[config.mk]
export PLATFORM = sky130hd
export DESIGN_NAME = cbsm_bank_mod
export DESIGN_NICKNAME = d
export VERILOG_FILES = /design/src/hdl/cbsm_pkg.sv /design/src/hdl/cbsm_bank_mod.sv
export SDC_FILE = /design/constraint.sdc
export NUM_CORES = 1
export LEC_CHECK = 0
export ABC_AREA = 0
export BUFFER_PORTS_ARGS = -buffer_cell sky130_fd_sc_hd__clkbuf_2
export CAP_MARGIN = 20
export CORE_MARGIN = 2
export CORE_UTILIZATION = 59
export DETAILED_ROUTE_END_ITERATION = 7
export PLACE_DENSITY = 0.81
export SLEW_MARGIN = 20
export SYNTH_ARGS = -nofsm -noshare
export SYNTH_HDL_FRONTEND = slang
export SYNTH_SLANG_ARGS = --single-unit
[constraint.sdc]
create_clock -name clk -period 7.4 [get_ports clk]
set_input_delay 0.74 -clock clk [delete_from_list [all_inputs] [get_ports clk]]
set_output_delay 0.74 -clock clk [all_outputs]
set_load 0.005 [all_outputs]
[src/hdl/cbsm_pkg.sv]
// Shared types and constants for the cartridge bank-switch mapper.
package cbsm_pkg;

  localparam int ADDR_W     = 13;
  localparam int BUS_ADDR_W = 16;
  localparam int DATA_W     = 8;
  localparam int BANK_W     = 6;
  localparam int CNT_W      = 7;
  localparam int SEG_W      = 2;
  localparam int SEGS       = 4;
  localparam int OFFSET_W   = 10;
  localparam int RAM_OFF_W  = 9;
  localparam int BANKS      = 2 ** BANK_W;

  // Bits of the bank wrap resolved in each cycle of the remainder unit.
  localparam int MOD_STEP_BITS = 3;
  localparam int MOD_STEPS     = BANK_W / MOD_STEP_BITS;
  localparam int MOD_CNT_W     = (MOD_STEPS > 1) ? $clog2(MOD_STEPS) : 1;

  // Hotspot addresses, compared against the 13-bit bus address.
  localparam logic [ADDR_W-1:0] CTRL_RAM_ADDR = 13'h003E;
  localparam logic [ADDR_W-1:0] CTRL_ROM_ADDR = 13'h003F;

  localparam logic [CNT_W-1:0] ROM_BANK_COUNT_RESET = 7'd64;

  localparam logic MODE_READ  = 1'b0;
  localparam logic MODE_WRITE = 1'b1;

  typedef struct packed {
    logic              start;
    logic [BANK_W-1:0] dividend;
    logic [CNT_W-1:0]  divisor;
  } mod_req_t;

endpackage

[src/hdl/cbsm_bank_mod.sv]
// Iterative remainder unit that wraps a bank number by the ROM bank count.
module cbsm_bank_mod (
  input  logic                      clk,
  input  logic                      rst,
  input  cbsm_pkg::mod_req_t        req,
  output logic                      done,
  output logic [cbsm_pkg::BANK_W-1:0] remainder
);

  logic                           busy;
  logic [cbsm_pkg::MOD_CNT_W-1:0] cnt;
  logic [cbsm_pkg::CNT_W-1:0]     rem;
  logic [cbsm_pkg::CNT_W-1:0]     divisor;
  logic [cbsm_pkg::BANK_W-1:0]    dividend;
  logic [cbsm_pkg::CNT_W-1:0]     rem_next;

  // Restoring division, a few dividend bits per cycle; only the remainder is kept.
  always_comb begin
    logic [cbsm_pkg::CNT_W:0]   trial;
    logic [cbsm_pkg::CNT_W-1:0] rem_w;
    rem_w = rem;
    trial = '0;
    for (int i = 0; i < cbsm_pkg::MOD_STEP_BITS; i++) begin
      trial = {rem_w, dividend[cbsm_pkg::BANK_W-1-i]};
      if (trial >= {1'b0, divisor}) begin
        trial = trial - {1'b0, divisor};
      end
      rem_w = trial[cbsm_pkg::CNT_W-1:0];
    end
    rem_next = rem_w;
  end

  assign done      = busy && (cnt == cbsm_pkg::MOD_CNT_W'(cbsm_pkg::MOD_STEPS - 1));
  assign remainder = rem_next[cbsm_pkg::BANK_W-1:0];

  always_ff @(posedge clk) begin
    if (rst) begin
      busy <= 1'b0;
      cnt  <= '0;
    end else if (req.start) begin
      busy <= 1'b1;
      cnt  <= '0;
    end else if (done) begin
      busy <= 1'b0;
    end else if (busy) begin
      cnt <= cnt + 1'b1;
    end
  end

  always_ff @(posedge clk) begin
    if (req.start) begin
      rem      <= '0;
      divisor  <= req.divisor;
      dividend <= req.dividend;
    end else if (busy) begin
      rem      <= rem_next;
      dividend <= {dividend[cbsm_pkg::BANK_W-1-cbsm_pkg::MOD_STEP_BITS:0],
                   cbsm_pkg::MOD_STEP_BITS'(0)};
    end
  end

endmodule

==> results of run 1 <==
==> per-layer routing <==
metal,track usage,part of all wire,up-vias
met5,0,0,-
met4,0.09511,0.023,0
met3,0.02500,0.038,11
met2,0.3829,0.48,45
met1,0.3088,0.46,821
li1,-,-,853
==> per-stage QoR <==
step,instances,utilization,total power [mW]
2_1_floorplan,225,-,0.8835
4_1_cts,285,0.6637,1.073
3_5_place_dp,281,0.6481,0.9728
5_1_grt,285,0.6648,1.169
6_report,285,0.6648,1.080
3_3_place_gp,281,0.6481,0.9593
==> power by group <==
| group | total, mW | internal [mW] | switching, mW |
|---|---|---|---|
| clock network | 0.0940 | 0.0549 | 0.0392 |
| logic | 0.827 | 0.384 | 0.443 |
| registers | 0.159 | 0.147 | 0.0124 |
| total | 1.08 | 0.586 | 0.495 |
==> what timing repair did <==
item,in CTS,in global routing
endpoints found under the setup margin,0,1
resized for setup,0,1
hold buffers,0,0
==> synthesized netlist by cell type, types with 4 or more instances <==
cell type,n
nand2b_1,4
nand3_1,6
o21ai_0,10
edfxtp_1,13
nor2b_1,7
mux2_2,12
inv_1,22
buf_4,7
nor2_1,13
nand4_1,8
nand2_1,7
dfxtp_1,9
a21oi_1,8
nor3_1,5
and2_1,5
ha_1,21
==> area by class of cell <==
type	count	area, um2
clock buffers	3	22.52
clock inverters	1	30.03
fillers	313	1127
inverters	22	82.58
multi-input cells	167	1348
flip-flops and latches	22	570.5
well taps	46	57.56
repair buffers	24	125.1
==> worst max-delay path, stage by stage, from the launching register on <==
cell	delay, ns
edfxtp_1	0.45
ha_1	0.21
inv_1	0.06
fa_1	0.41
a211oi_2	0.25
nor3_1	0.10
or3_1	0.45
mux2_2	0.33
ha_1	0.33
nor2b_1	0.17
o31a_1	0.27
o31a_1	0.28
a311o_1	0.44
mux2i_2	0.26
fa_1	0.46
a21oi_1	0.15
o21bai_1	0.11
a21oi_1	0.15
nor2_1	0.07
o22ai_1	0.13
buf_4	0.21
and2_1	0.19
mux2_1	0.35
clkbuf_2	0.12
==> worst max path at each step <==
stage                            from            to  slack, ns
final                      divisor[0]  remainder[1]       0.39
after global routing      dividend[5]  remainder[1]       0.08
after CTS                  divisor[0]  remainder[4]       0.39
after detailed placement   divisor[0]  remainder[4]       0.79
after global placement     divisor[0]  remainder[1]       1.03
after floorplan           dividend[5]  remainder[1]       1.35
==> flip-flops by register name, indices dropped and copies added (netlist names) <==
name and count:
cnt 1, busy 1, dividend 6, rem 7, divisor 7
==> logic make-up (layout without fill, tap and decap cells) <==
family                   after synthesis  in the layout  share of synthesized area
buffers and inverters                 36             50                    0.08547
XOR/XNOR                               5              5                    0.02092
multiplexers                          20             20                     0.1124
adder cells (fa/ha/maj)               24             24                     0.1542
AO/OA/AOI/OAI                         51             51                     0.1763
AND/OR/NAND/NOR                       67             67                     0.1781
flip-flops                            22             22                     0.2726
==> placed cells by master, fill, tap and decap left out, types with 7 or more instances in the layout <==
master,count
dfxtp_1,9
o21ai_0,10
nand4_1,8
mux2_2,12
ha_1,21
inv_1,22
edfxtp_1,13
nor2_1,13
nand2_1,7
nor2b_1,7
clkbuf_2,22
a21oi_1,8
==> impl_metrics.toml, run 1 <==
[global_routing]
grt_max_degree = 23
antenna_found_initial = 0
grt_use_total = 0.2318
grt_pass1_vias = 1610
grt_overflow = 0
grt_pass1_wl_mm = 7.362

[die]
dieWidth_um = 63.57
start_util = 0.6224
num_rows = 21
die_h_um = 63.57
core_area_mm2 = 0.003363
die_area_mm2 = 0.004041
io_pins = 23

[worst_setup_path]
r2r_cells = 21
cp.arrival_ns = 6.27
cp_max_fo = 11
start_kind = "register"
critPathRequiredTime_ns = 6.66
r2r-end = "rem[5]"
ff2ff_setup_slack_ns = 1.46
crit_type = "register to output port"
r2r_start = "divisor[0]"
endpoint_kind = "output port"

[yosys]
yosys.area.top_type = "edfxtp_1"
ys_seq_elements = 22
syn_area_mm2 = 0.002093
syn_nets = 265
yosysSeqAreaShare = 0.2726
synth_cell_types = 55
avgSynthCellArea_um2 = 9.303
ys.flop_type = "edfxtp_1"
ys_async_sr_fraction = 0
synth.top_cell.area_share = 0.1865
synth_enable_flop_cells = 13
syn-instance-count = 225
yosys-top-cells-area = "edfxtp_1, ha_1, dfxtp_1"
yosys_warnings = 0

[timing]
slew_violations = 0
finalWorstSetupSlack_ns = 0.3897
rsz0062_at_grt = "false"
skew_ns = 0.005382
fmax_mhz = 142.6
setup_viol = 0
layout_min_cycle_time_ns = 7.010
hold_viol = 0
relSlewSlack = 0.5342
holdWs_ns = 0.5133
post-route-period-util = 0.9473
worst_pin_slew_ns = 0.6851
fin_setup_tns_ns = 0

[layout]
num-nets-final = 280
area_growth_pct = 6.814
layout-drive-gt1-share = 0.2176
finish.instance_area_mm2 = 0.002236
n_antenna_cell = 0

[min_path]
worstHoldPathType = "register to register"
holdCritStartpoint = "cnt"
whs_path_depth = 2
hold_end = "cnt"

[drt]
vias_per_cell = 6.070
drtIter0Drc = 61
route.vias.total = 1730
drc = 0
firstDrtPassIters = 4
wl_per_cell_um = 15.41
drt-total-wl_mm = 4.392
ant_nets = 0

[placed_design]
place_ws_ns = 0.7943
io_buffers = 22
dpl_cell_area_mm2 = 0.002180
place_hpwl_mm = 3.480
gp_congestion = 0.9418

[cts]
postCtsSetupBuffers = 0
clockBufferDepth = 2
cts_tree = "done"
clk_pin_slew_ns = 0.13
clkSinkCount = 22
htreeDepth = 1
cts_made_buffers = 3
clk_latency_ns = 0.32
cts_root_buf = "clkbuf_4"

[power]
leakage_nw = 0.9585
power_density_mw_per_mm2 = 483.2
peakVddDrop_mv = 0.4237

[run_status]
status = "finished clean"

[run]
max-cap-violations = 0
No activity file was read; power rests on OpenSTA's default activity.
==> run 2: changes to the inputs <==
--- a/config.mk
+++ b/config.mk
@@ -11,6 +11,7 @@
 export CORE_MARGIN = 2
 export CORE_UTILIZATION = 59
 export DETAILED_ROUTE_END_ITERATION = 7
+export MAX_ROUTING_LAYER = met4
 export PLACE_DENSITY = 0.81
 export SLEW_MARGIN = 20
 export SYNTH_ARGS = -nofsm -noshare
==> constraint.sdc (replaced) <==
create_clock -name clk -period 7.4 [get_ports clk]
set_input_delay 0.74 -clock clk [delete_from_list [all_inputs] [get_ports clk]]
set_output_delay 0.74 -clock clk [all_outputs]
set_load 0.02 [all_outputs]
==> run 2 against run 1 <==
Design area fell by 0.45%. Maximum frequency hardly changed. Worst setup slack got worse by 0.0020 ns. Wire length is essentially flat. Die area unchanged. Worst hold slack improved by 0.023 ns. Utilization shrank 0.30 points. Register-to-register slack worse by 0.02 ns. Critical path depth down 1. Via count is 1.4% lower. First-iteration DRC count up 34%. Global-route usage rose by 0.87 points. Critical endpoint unchanged.
==> impl_metrics.toml, run 2 (synthesis results as in run 1) <==
[run_status]
status = "finished clean"

[worst_setup_path]
crit_type = "register to output port"
critPathRequiredTime_ns = 6.66
cp.arrival_ns = 6.27
endpoint_kind = "output port"
cp_max_fo = 10
slowest_stage = "fa_1"
critPathMaxStageDelay_ns = 0.48
path_cells = "ha_1, inv_1, fa_1, a211oi_2, nor3_1, or3_1, mux2_2, ha_1, nor2b_1, o31a_1, o31a_1, a311o_1, mux2i_1, fa_1, a21oi_1, o21bai_1, a21oi_1, nor2_1, o22ai_1, and2_2, mux2_1, clkbuf_2"
start_kind = "register"

[layout]
multi_input_area_mm2 = 0.001345
reg_top3 = "divisor (7), rem (7), dividend (6)"
layout-drive-gt1-share = 0.2143
num-nets-final = 279
n_fill_cell = 286
area_growth_pct = 6.336
final_util = 0.6618
regArea_um2 = 570.5
mostFrequentLayoutCells = "inv_1, clkbuf_2, ha_1"
n_antenna_cell = 0
finish.instance_area_mm2 = 0.002226

[cts]
cts_tree = "done"
clk_latency_ns = 0.32
clk_pin_slew_ns = 0.13
cts_made_buffers = 3
htreeDepth = 1
clkSinkCount = 22
cts_root_buf = "clkbuf_4"
ctsHoldBuffers = 0
clockBufferDepth = 2

[drt]
drt-total-wl_mm = 4.391
firstDrtPassIters = 4
wl_per_cell_um = 15.46
ant_nets = 0
drc = 0
route.vias.total = 1706
vias_per_cell = 6.007
drtIter0Drc = 82

[timing]
worst_pin_slew_ns = 0.7005
slew_violations = 0
fmax_mhz = 142.6
fin_setup_tns_ns = 0
relSlewSlack = 0.5320
setup_viol = 0
layout_min_cycle_time_ns = 7.012
hold_viol = 0
post-route-period-util = 0.9476
skew_ns = 0.01319
rsz0062_at_grt = "false"

[global_routing]
grt_pass1_vias = 1624
grt_pass1_wl_mm = 7.438
grt_max_degree = 23
grt_overflow = 0
antenna_found_initial = 0
grt_use_total = 0.2406

[run]
max-cap-violations = 0

[placed_design]
gp_congestion = 0.8987
dpl_cell_area_mm2 = 0.002172
place_hpwl_mm = 3.548
io_buffers = 22

[min_path]
worstHoldPathType = "register to register"

[die]
die_area_mm2 = 0.004041
num_rows = 21
dieWidth_um = 63.57
core_area_mm2 = 0.003363
start_util = 0.6224
die_h_um = 63.57
io_pins = 23
run 2: cell count changes in the layout (fill, tap and decap cells not counted), sizes merged:
| cell | before | now |
|---|---|---|
| buf | 2 | 1 |
run 2: stage by stage:
| step | hold WS [ns] | setup slack [ns] | cells |
|---|---|---|---|
| after detailed placement | 0.5157 | 0.7111 | 280 |
| after CTS | 0.5357 | 0.3552 | 284 |
| final | 0.5365 | 0.3877 | 284 |
| after global placement | 0.4751 | 0.9126 | 280 |
| after floorplan | 0.4594 | 1.322 | 225 |
| after global routing | 0.5517 | 0.06456 | 284 |
run 2: final cells by class:
class                   instances  area share
multi-input cells             167      0.6043
flip-flops and latches         22      0.2563
repair buffers                 23     0.05284
inverters                      22     0.03710
well taps                      46     0.02586
clock inverters                 1     0.01349
clock buffers                   3     0.01012
run 2: worst max-delay path, delay by kind of cell, from the launching register on:
| kind | cells | cell delay (ns) |
|---|---|---|
| simple gates | 5 | 1.09 |
| buf+inv | 2 | 0.22 |
| compound gates | 8 | 1.84 |
| flops | 1 | 0.44 |
| fa+ha+maj | 4 | 1.43 |
| mux | 3 | 0.95 |
run 2: worst paths after layout:
path | startpoint | endpoint | slack, ns | cells after the start
worst max-delay path | divisor[0] | remainder[1] | 0.39 | 22
worst min-delay path | rem[3] | rem[3] | 0.54 | 2
worst max register to register | divisor[0] | rem[5] | 1.44 | 21
worst min register to register | rem[3] | rem[3] | 0.54 | 2
run 2: layer usage:
layer,track usage,vias to the layer above,share of wire
met5,-,-,0
met4,0.05707,0,0.010
met3,0.01607,5,0.040
met2,0.4026,37,0.49
met1,0.3198,807,0.46
li1,-,857,-
run 2: repair_timing:
item,CTS,global route
gates resized for setup,0,1
endpoints found under the hold margin,0,0
setup buffers,0,0
endpoints found under the setup margin,0,1
Power of run 2 is left out: the tool's default activity adds up to more than one toggle a clock period on the data nets, which glitch-free logic cannot reach.
